===== config.mk =====
export PLATFORM = sky130hd
export DESIGN_NAME = nearest_palette_color_search_top_flat
export DESIGN_NICKNAME = d
export VERILOG_FILES = /design/src/sv/nps_pkg.sv /design/src/sv/nps_if.sv /design/src/sv/nps_front.sv /design/src/sv/nps_back.sv /design/src/sv/nearest_palette_color_search_top.sv /design/src/flat_wrapper.sv
export SDC_FILE = /design/constraint.sdc
export NUM_CORES = 2
export LEC_CHECK = 0
export BUFFER_PORTS_ARGS = -buffer_cell sky130_fd_sc_hd__buf_2
export CAP_MARGIN = 20
export CORE_MARGIN = 1
export CORE_UTILIZATION = 60
export DETAILED_ROUTE_END_ITERATION = 10
export PLACE_DENSITY_LB_ADDON = 0.1
export SETUP_SLACK_MARGIN = 0.4
export SYNTH_ARGS = -nofsm -noshare
export SYNTH_HDL_FRONTEND = slang
export SYNTH_MEMORY_MAX_BITS = 65536
export SYNTH_SLANG_ARGS = --single-unit

===== constraint.sdc =====
create_clock -name clk -period 9.5 [get_ports clk]
set_input_delay 0.95 -clock clk [delete_from_list [all_inputs] [get_ports clk]]
set_output_delay 0.95 -clock clk [all_outputs]
set_load 0.02 [all_outputs]

===== src/sv/nps_pkg.sv =====
`timescale 1ns / 1ps
`default_nettype none

package nps_pkg;

	// Palette geometry
	localparam int PALETTE_DEPTH = 256;
	localparam int IDX_W         = (PALETTE_DEPTH > 1) ? $clog2(PALETTE_DEPTH) : 1;
	localparam int CNT_W         = $clog2(PALETTE_DEPTH + 1);

	// Field widths
	localparam int INDEX_W = 8;
	localparam int COLOR_W = 16;
	localparam int DIST_W  = 10;
	localparam int PC_W    = 8;
	localparam int EXT_W   = 9;

	// Request queue between front and back (depth a power of two)
	localparam int QUEUE_DEPTH = 2;
	localparam int QPTR_W      = (QUEUE_DEPTH > 1) ? $clog2(QUEUE_DEPTH) : 1;
	localparam int QCNT_W      = $clog2(QUEUE_DEPTH + 1);

	typedef enum logic [0:0] {
		OP_WRITE = 1'b0,
		OP_QUERY = 1'b1
	} op_t;

	typedef struct packed {
		op_t                op;
		logic [INDEX_W-1:0] index;
		logic [COLOR_W-1:0] color;
	} q_item_t;

	typedef enum logic [0:0] {
		BK_IDLE,
		BK_SCAN
	} bk_state_t;

	// Manhattan distance on 1555 colors, bit 15 ignored, channels scaled by 8
	function automatic logic [DIST_W-1:0] color_dist(input logic [COLOR_W-1:0] a,
		input logic [COLOR_W-1:0] b);
		logic [4:0] dr;
		logic [4:0] dg;
		logic [4:0] db;
		logic [6:0] sum;
		dr  = (a[14:10] > b[14:10]) ? (a[14:10] - b[14:10]) : (b[14:10] - a[14:10]);
		dg  = (a[9:5] > b[9:5]) ? (a[9:5] - b[9:5]) : (b[9:5] - a[9:5]);
		db  = (a[4:0] > b[4:0]) ? (a[4:0] - b[4:0]) : (b[4:0] - a[4:0]);
		sum = 7'(dr) + 7'(dg) + 7'(db);
		return {sum, 3'b000};
	endfunction

endpackage

`default_nettype wire


===== src/sv/nps_if.sv =====
`timescale 1ns / 1ps
`default_nettype none

// Request channel: palette write or nearest-color query
interface nps_req_if;
	logic                           valid;
	logic                           ready;
	logic                           req_type;
	logic [nps_pkg::INDEX_W-1:0]    entry_index;
	logic [nps_pkg::COLOR_W-1:0]    color_word;

	modport source (output valid, output req_type, output entry_index, output color_word,
		input ready);
	modport sink (input valid, input req_type, input entry_index, input color_word,
		output ready);
endinterface

// Result channel: one transfer per query
interface nps_rsp_if;
	logic                           valid;
	logic                           ready;
	logic [nps_pkg::INDEX_W-1:0]    best_index;
	logic [nps_pkg::DIST_W-1:0]     best_distance;
	logic                           palette_empty;

	modport source (output valid, output best_index, output best_distance,
		output palette_empty, input ready);
	modport sink (input valid, input best_index, input best_distance,
		input palette_empty, output ready);
endinterface

`default_nettype wire


===== src/sv/nps_front.sv =====
`timescale 1ns / 1ps
`default_nettype none

module nps_front (
	input  wire                  clk,
	input  wire                  arst_n,
	nps_req_if.sink              req,
	output logic                 q_valid,
	input  wire                  q_ready,
	output nps_pkg::q_item_t     q_item
);

	nps_pkg::q_item_t                 fifo_q [nps_pkg::QUEUE_DEPTH];
	logic [nps_pkg::QPTR_W-1:0]       wr_ptr_q;
	logic [nps_pkg::QPTR_W-1:0]       rd_ptr_q;
	logic [nps_pkg::QCNT_W-1:0]       cnt_q;
	nps_pkg::q_item_t                 in_item;
	logic                             push;
	logic                             pop;

	// Classify the incoming transfer
	always_comb begin
		in_item.op    = req.req_type ? nps_pkg::OP_QUERY : nps_pkg::OP_WRITE;
		in_item.index = req.entry_index;
		in_item.color = req.color_word;
	end

	assign req.ready = (cnt_q != nps_pkg::QCNT_W'(nps_pkg::QUEUE_DEPTH));
	assign push      = req.valid && req.ready;
	assign q_valid   = (cnt_q != '0);
	assign pop       = q_valid && q_ready;
	assign q_item    = fifo_q[rd_ptr_q];

	// Queue storage
	always_ff @(posedge clk) begin
		if (push) begin
			fifo_q[wr_ptr_q] <= in_item;
		end
	end

	// Queue pointers and fill level (depth is a power of two, pointers wrap)
	always_ff @(posedge clk or negedge arst_n) begin
		if (!arst_n) begin
			wr_ptr_q <= '0;
			rd_ptr_q <= '0;
			cnt_q    <= '0;
		end else begin
			if (push) begin
				wr_ptr_q <= wr_ptr_q + 1'b1;
			end
			if (pop) begin
				rd_ptr_q <= rd_ptr_q + 1'b1;
			end
			if (push && !pop) begin
				cnt_q <= cnt_q + 1'b1;
			end else if (pop && !push) begin
				cnt_q <= cnt_q - 1'b1;
			end
		end
	end

endmodule

`default_nettype wire


===== src/sv/nps_back.sv =====
`timescale 1ns / 1ps
`default_nettype none

module nps_back (
	input  wire                          clk,
	input  wire                          arst_n,
	input  wire                          cfg_we,
	input  wire [nps_pkg::PC_W-1:0]      cfg_wdata,
	input  wire                          q_valid,
	output logic                         q_ready,
	input  wire nps_pkg::q_item_t        q_item,
	nps_rsp_if.source                    rsp
);

	localparam int IW = nps_pkg::IDX_W;
	localparam int CW = nps_pkg::CNT_W;

	nps_pkg::bk_state_t                 state_q;
	nps_pkg::bk_state_t                 state_d;

	logic [nps_pkg::PC_W-1:0]           pc_q;
	logic [nps_pkg::COLOR_W-1:0]        mem [nps_pkg::PALETTE_DEPTH];
	logic [nps_pkg::PALETTE_DEPTH-1:0]  vld_q;

	logic [nps_pkg::COLOR_W-1:0]        qcolor_q;
	logic [CW-1:0]                      count_q;
	logic [CW-1:0]                      issued_q;

	logic                               live_s1;
	logic [IW-1:0]                      idx_s1;
	logic [nps_pkg::COLOR_W-1:0]        data_s1;
	logic                               ent_vld_s1;
	logic                               live_s2;
	logic [IW-1:0]                      idx_s2;
	logic [nps_pkg::DIST_W-1:0]         dist_s2;

	logic                               found_q;
	logic [IW-1:0]                      best_idx_q;
	logic [nps_pkg::DIST_W-1:0]         best_dist_q;

	logic                               rsp_valid_q;
	logic [nps_pkg::INDEX_W-1:0]        rsp_idx_q;
	logic [nps_pkg::DIST_W-1:0]         rsp_dist_q;
	logic                               rsp_empty_q;

	logic [nps_pkg::EXT_W-1:0]          pc_ext;
	logic [nps_pkg::EXT_W-1:0]          pc_clamp;
	logic                               in_range;
	logic                               mem_we;
	logic                               start_scan;
	logic                               finish;
	logic                               issue;
	logic                               scan_done;
	logic                               out_free;
	logic [IW-1:0]                      rd_addr;
	logic [nps_pkg::COLOR_W-1:0]        entry_s1;

	// Configuration register
	always_ff @(posedge clk or negedge arst_n) begin
		if (!arst_n) begin
			pc_q <= '0;
		end else if (cfg_we) begin
			pc_q <= cfg_wdata;
		end
	end

	// Searched count limited to the palette depth
	assign pc_ext   = {1'b0, pc_q};
	assign pc_clamp = (pc_ext > nps_pkg::EXT_W'(nps_pkg::PALETTE_DEPTH)) ?
		nps_pkg::EXT_W'(nps_pkg::PALETTE_DEPTH) : pc_ext;
	assign in_range = ({1'b0, q_item.index} < nps_pkg::EXT_W'(nps_pkg::PALETTE_DEPTH));

	assign issue     = (state_q == nps_pkg::BK_SCAN) && (issued_q != count_q);
	assign scan_done = (issued_q == count_q) && !live_s1 && !live_s2;
	assign out_free  = !rsp_valid_q || rsp.ready;
	assign rd_addr   = issued_q[IW-1:0];

	// Sequencer: next state and control
	always_comb begin
		state_d    = state_q;
		q_ready    = 1'b0;
		mem_we     = 1'b0;
		start_scan = 1'b0;
		finish     = 1'b0;
		unique case (state_q)
			nps_pkg::BK_IDLE: begin
				q_ready = 1'b1;
				if (q_valid) begin
					if (q_item.op == nps_pkg::OP_WRITE) begin
						mem_we = in_range;
					end else begin
						start_scan = 1'b1;
						state_d    = nps_pkg::BK_SCAN;
					end
				end
			end
			nps_pkg::BK_SCAN: begin
				if (scan_done && out_free) begin
					finish  = 1'b1;
					state_d = nps_pkg::BK_IDLE;
				end
			end
			default: begin
				state_d = nps_pkg::BK_IDLE;
			end
		endcase
	end

	always_ff @(posedge clk or negedge arst_n) begin
		if (!arst_n) begin
			state_q <= nps_pkg::BK_IDLE;
		end else begin
			state_q <= state_d;
		end
	end

	// Palette memory, registered read
	always_ff @(posedge clk) begin
		if (mem_we) begin
			mem[q_item.index[IW-1:0]] <= q_item.color;
		end
		data_s1 <= mem[rd_addr];
	end

	// Written-entry flags; an unwritten entry reads as zero
	always_ff @(posedge clk or negedge arst_n) begin
		if (!arst_n) begin
			vld_q <= '0;
		end else if (mem_we) begin
			vld_q[q_item.index[IW-1:0]] <= 1'b1;
		end
	end

	// Query setup and scan pipeline payload
	always_ff @(posedge clk) begin
		if (start_scan) begin
			qcolor_q <= q_item.color;
			count_q  <= CW'(pc_clamp);
		end
		ent_vld_s1 <= vld_q[rd_addr];
		idx_s1     <= rd_addr;
		idx_s2     <= idx_s1;
		dist_s2    <= nps_pkg::color_dist(qcolor_q, entry_s1);
	end

	assign entry_s1 = ent_vld_s1 ? data_s1 : '0;

	// Scan counter and pipeline occupancy
	always_ff @(posedge clk or negedge arst_n) begin
		if (!arst_n) begin
			issued_q <= '0;
			live_s1  <= 1'b0;
			live_s2  <= 1'b0;
		end else begin
			if (start_scan) begin
				issued_q <= '0;
			end else if (issue) begin
				issued_q <= issued_q + 1'b1;
			end
			live_s1 <= issue;
			live_s2 <= live_s1;
		end
	end

	// Running best; strict less-than keeps the lowest index
	always_ff @(posedge clk or negedge arst_n) begin
		if (!arst_n) begin
			found_q <= 1'b0;
		end else if (start_scan) begin
			found_q <= 1'b0;
		end else if (live_s2) begin
			found_q <= 1'b1;
		end
	end

	always_ff @(posedge clk) begin
		if (live_s2 && (!found_q || (dist_s2 < best_dist_q))) begin
			best_idx_q  <= idx_s2;
			best_dist_q <= dist_s2;
		end
	end

	// Result register
	always_ff @(posedge clk or negedge arst_n) begin
		if (!arst_n) begin
			rsp_valid_q <= 1'b0;
		end else if (finish) begin
			rsp_valid_q <= 1'b1;
		end else if (rsp.ready) begin
			rsp_valid_q <= 1'b0;
		end
	end

	always_ff @(posedge clk) begin
		if (finish) begin
			rsp_idx_q   <= found_q ? nps_pkg::INDEX_W'(best_idx_q) : '0;
			rsp_dist_q  <= found_q ? best_dist_q : '0;
			rsp_empty_q <= !found_q;
		end
	end

	assign rsp.valid         = rsp_valid_q;
	assign rsp.best_index    = rsp_idx_q;
	assign rsp.best_distance = rsp_dist_q;
	assign rsp.palette_empty = rsp_empty_q;

endmodule

`default_nettype wire


===== src/sv/nearest_palette_color_search_top.sv =====
`timescale 1ns / 1ps
`default_nettype none

// Channel   Dir  Payload                                   Transfer
// req       in   req_type, entry_index, color_word         valid && ready
// rsp       out  best_index, best_distance, palette_empty  valid && ready
// cfg       in   cfg_wdata (palette_count)                 cfg_we
//
// A write leaves the queue without a scan; a query holds the back end while
// it reads one palette entry per cycle from the palette memory, and while the
// result register waits on rsp.
// Reset clears the count register and all palette entries (per-entry flags).
// A two-entry queue lets requests arrive while a query scans; the result
// register holds a finished query until rsp takes it.

module nearest_palette_color_search_top (
	input  wire                      clk,
	input  wire                      arst_n,
	input  wire                      cfg_we,
	input  wire [nps_pkg::PC_W-1:0]  cfg_wdata,
	nps_req_if.sink                  req,
	nps_rsp_if.source                rsp
);

	logic              q_valid;
	logic              q_ready;
	nps_pkg::q_item_t  q_item;

	nps_front u_front (
		.clk     (clk),
		.arst_n  (arst_n),
		.req     (req),
		.q_valid (q_valid),
		.q_ready (q_ready),
		.q_item  (q_item)
	);

	nps_back u_back (
		.clk       (clk),
		.arst_n    (arst_n),
		.cfg_we    (cfg_we),
		.cfg_wdata (cfg_wdata),
		.q_valid   (q_valid),
		.q_ready   (q_ready),
		.q_item    (q_item),
		.rsp       (rsp)
	);

endmodule

`default_nettype wire

===== src/flat_wrapper.sv =====
// flat-port wrapper written by rule: the top's interface ports become plain ports
module nearest_palette_color_search_top_flat 
  (clk, arst_n, cfg_we, cfg_wdata, req_valid, req_req_type, req_entry_index, req_color_word, req_ready, rsp_valid, rsp_best_index, rsp_best_distance, rsp_palette_empty, rsp_ready);
  nps_req_if req_i ();
  nps_rsp_if rsp_i ();
  input  wire clk;
  input  wire arst_n;
  input  wire cfg_we;
  input  wire [nps_pkg::PC_W-1:0] cfg_wdata;
  input wire logic [$bits(req_i.valid)-1:0] req_valid;
  input wire logic [$bits(req_i.req_type)-1:0] req_req_type;
  input wire logic [$bits(req_i.entry_index)-1:0] req_entry_index;
  input wire logic [$bits(req_i.color_word)-1:0] req_color_word;
  output wire logic [$bits(req_i.ready)-1:0] req_ready;
  output wire logic [$bits(rsp_i.valid)-1:0] rsp_valid;
  output wire logic [$bits(rsp_i.best_index)-1:0] rsp_best_index;
  output wire logic [$bits(rsp_i.best_distance)-1:0] rsp_best_distance;
  output wire logic [$bits(rsp_i.palette_empty)-1:0] rsp_palette_empty;
  input wire logic [$bits(rsp_i.ready)-1:0] rsp_ready;
  assign req_i.valid = req_valid;
  assign req_i.req_type = req_req_type;
  assign req_i.entry_index = req_entry_index;
  assign req_i.color_word = req_color_word;
  assign req_ready = req_i.ready;
  assign rsp_valid = rsp_i.valid;
  assign rsp_best_index = rsp_i.best_index;
  assign rsp_best_distance = rsp_i.best_distance;
  assign rsp_palette_empty = rsp_i.palette_empty;
  assign rsp_i.ready = rsp_ready;
  nearest_palette_color_search_top u_core (.clk(clk), .arst_n(arst_n), .cfg_we(cfg_we), .cfg_wdata(cfg_wdata), .req(req_i), .rsp(rsp_i));
endmodule

==> run summary <==
Outcome = finished with violations
Failing checks = negative hold slack
Maximum level of the CTS H-tree = 5
YS warnings = 0
Core Area = 274000 um2
RSZ-0062 raised after global routing = false
Largest net degree at the start of global routing = 154
CTS max path bufs = 4
Post-CTS setup buffer count = 0
Synthesized flop and latch total = 4263
Final #Nets = 8267
PortBufs = 54
Clk_lat worst skew = 0.97 ns
Syn Area/Cell = 21.4 um2
Crit path to = u_core.u_back.data_s1[9]
Detailed placement HPWL = 251000 um
Max cap viols = 0
Placed cell count = 11333
Leak Pwr = 0.0618 uW
CP arrival = 6.09 ns
First-pass GRT wire length = 619000 um
Worst hold path class = in2async
Reg2reg end = u_core.u_back.data_s1[9]
Yosys cell types = 74
Skew final = 0.0511 ns
Synth Flop Type = edfxtp_1
Largest fanout on the critical path = 100
Power Density = 311 nW/um2
Sw Pwr = 18700 uW
EDFF count, synth = 3942
Total negative setup slack = 0 ns
Hold Buf Count CTS = 0
Final setup violation count = 0
ANT nets after route = 0
Clock Pin Slew Worst Setup and Hold Paths = 0.06 ns
Syn-to-layout area delta = 12.3%
Max VDD drop = 0.421 mV
Final WL = 443000 um
GRT Total Usage = 32.1%
DR vias/cell = 6.86
Total gr overflow = 0
Pre-antenna DRT Iters = 7
DIE AREA = 277000 um2
Switch share = 32.5%
Initial antenna violation count = 26
Crit Reg-Reg Startpoint = u_core.u_back.issued_q[0]
Fin crit share = 55.1%
Post-DR wirelength/cell = 36.5 um
CTS resizes = 0
Final max-slew violation count = 0
Min Tclk post-route = 5.23 ns
CP endpoint kind = flip-flop
Mapped Cells = 7719
Starting Density = 60.3%
Layout cells sized above 1 = 29.2%
Initial DRC count = 11868
Worst setup path category = reg2reg
Rel. slew slack = 1.57%
Clock Root Buffer = clkbuf_16
Worst r2r path cells = 10
CTS tree = done
Worst slew pin tran = 1.48 ns
Worst EP required = 10.35 ns
Combinational share of power = 30.2%
Seq/Total Area, Yosys = 76.5%
Hold slack = -0.0362 ns
DRC Markers = 0
Clock power share = 29.1%
Final WS setup = 4.27 ns
Clk sinks = 4263
Post-Layout Cell Count = 12136
I/O pins = 59
Die span in y = 526 um
Final Hold Viols = 11
Die width = 526 um
Flop pwr share = 40.7%
Ys async rst share = 6.62%
Routed via count = 83240
RD Place Congestion = 0.865
R2r setup slk = 4.27 ns
Setup WS pre-CTS = 4.46 ns
Internal power = 38900 uW
Num CTS Buffers = 418
Worst setup SP type = flip-flop
Synth Cell Area = 165000 um2
Origin of the worst setup path = u_core.u_back.issued_q[0]
# rows = 192
Vias in the first global route = 82141
Total power = 57600 uW
Fmax = 191 MHz
[flip-flops by register name, indices dropped and copies added (netlist names), 8 cells and up]
| signal | count |
|---|---|
| u_core.u_back.pc_q | 8 |
| u_core.u_back.vld_q | 256 |
| u_core.u_back.idx_s1 | 8 |
| u_core.u_back.data_s1 | 15 |
| u_core.u_back.count_q | 8 |
| u_core.u_front.fifo_q | 48 |
| u_core.u_back.best_idx_q | 8 |
| u_core.u_back.mem | 3840 |
| u_core.u_back.issued_q | 9 |
| u_core.u_back.rsp.best_index | 8 |
| u_core.u_back.qcolor_q | 15 |
| u_core.u_back.idx_s2 | 8 |
[cell type report]
cell class / instances / area, um2
Fill cell: 17130 / 88300
Clock buffer: 549 / 11500
Antenna cell: 11 / 27.5
Clock inverter: 229 / 2420
Timing Repair Buffer: 457 / 3870
Tap cell: 3589 / 4490
Multi-Input combinational cell: 2968 / 36500
Inverter: 70 / 275
Sequential cell: 4263 / 126000
[critical path, cell delays in order, from the launching register on]
cell and delay, ns:
dfrtp_4 0.93, buf_12 0.63, buf_4 0.66, mux2i_1 0.28, a22oi_1 0.14, a22oi_1 0.27, o22ai_1 0.11, or3_1 0.52
a211oi_1 0.73, o21ai_0 0.38, and3_1 0.25
[how the worst min path moves through the flow]
stage | from | endpoint | cells past startpoint
after floorplan | u_core.u_back.idx_s1[0] | u_core.u_back.idx_s2[0] | 0
after global placement | u_core.u_back.idx_s1[5] | u_core.u_back.idx_s2[5] | 0
after detailed placement | u_core.u_back.idx_s1[2] | u_core.u_back.idx_s2[2] | 0
after CTS | arst_n | u_core.u_back.vld_q[211] | 1
after global routing | arst_n | u_core.u_back.vld_q[214] | 1
final | arst_n | u_core.u_back.vld_q[215] | 1
[synthesized netlist by cell type, types with 17 or more instances]
library cell,instances,area share [%]
edfxtp_1,3942,72
mux4_2,1019,14
nor2_1,346,0.79
mux2i_1,312,1.9
dfrtp_1,282,4.3
or2_2,258,0.98
nand2_1,179,0.41
clkbuf_1,166,0.38
a21oi_1,140,0.42
o21ai_0,96,0.29
buf_2,92,0.28
a221oi_1,90,0.48
inv_1,65,0.15
a22oi_1,62,0.28
buf_6,59,0.40
buf_4,51,0.23
o22ai_1,42,0.16
dfxtp_1,39,0.47
ha_1,39,0.30
o221ai_1,32,0.17
buf_1,29,0.066
nand3_1,27,0.082
nor3_1,27,0.082
mux2_2,26,0.18
xnor2_1,22,0.12
buf_8,21,0.19
a211oi_1,19,0.086
a31oi_1,17,0.064
nor2b_1,17,0.064
[through the flow]
step,area (um2),hold WS [ns],utilization (%)
floorplan,165000,0.310,-
global placement,171000,0.311,62.4
detailed placement,171000,0.312,62.5
CTS,185000,0.0506,67.6
global route,185000,0.0352,67.7
finish,185000,-0.0362,67.7
[cell families after synthesis]
logic type,count (synthesis),synth area share [%]
DFF,4263,76.5
AOI/OAI and AO/OA,612,2.54
adders and majority gates,51,0.441
other,1,0.00227
and+or+nand+nor,912,2.63
muxes,1358,16.0
buffers and inverters,490,1.73
xor gates and xnor gates,32,0.170
[cell usage in the layout, fill, tap and decap left out, drive strengths merged, types with 16 or more instances in the layout]
cell and instances:
dfrtp 282, buf 454, bufinv 39, mux2i 312, nor2 347, clkbuf 551
clkinvlp 25, a21oi 140, a31oi 17, dfxtp 39, a221oi 90, xnor2 22
o21ai 99, or2 258, nor2b 17, nor3 27, edfxtp 3942, o22ai 42
inv 80, clkinv 155, a22oi 62, ha 39, nand2 179, a211oi 19
nand3 27, o221ai 32, mux4 1020, mux2 26, and2 16
[power by group through the flow]
stage               combinational [uW]  clock [uW]  sequential, uW
CTS                              17300       16900           23400
finish                           17400       16700           23500
global placement                 16900           0           23800
detailed placement               17200           0           23800
floorplan                        10900           0           23700
global route                     18100       17500           23500
[metal layers]
| metal | up-vias | share of wire (%) | global-route usage, % |
|---|---|---|---|
| met3 | 813 | 12 | 7.51 |
| met4 | 14 | 3.7 | 10.8 |
| li1 | 32801 | - | - |
| met2 | 5101 | 47 | 48.8 |
| met1 | 44511 | 38 | 46.6 |
| met5 | - | 0.019 | 0 |
(Power assumes the default switching activity.)
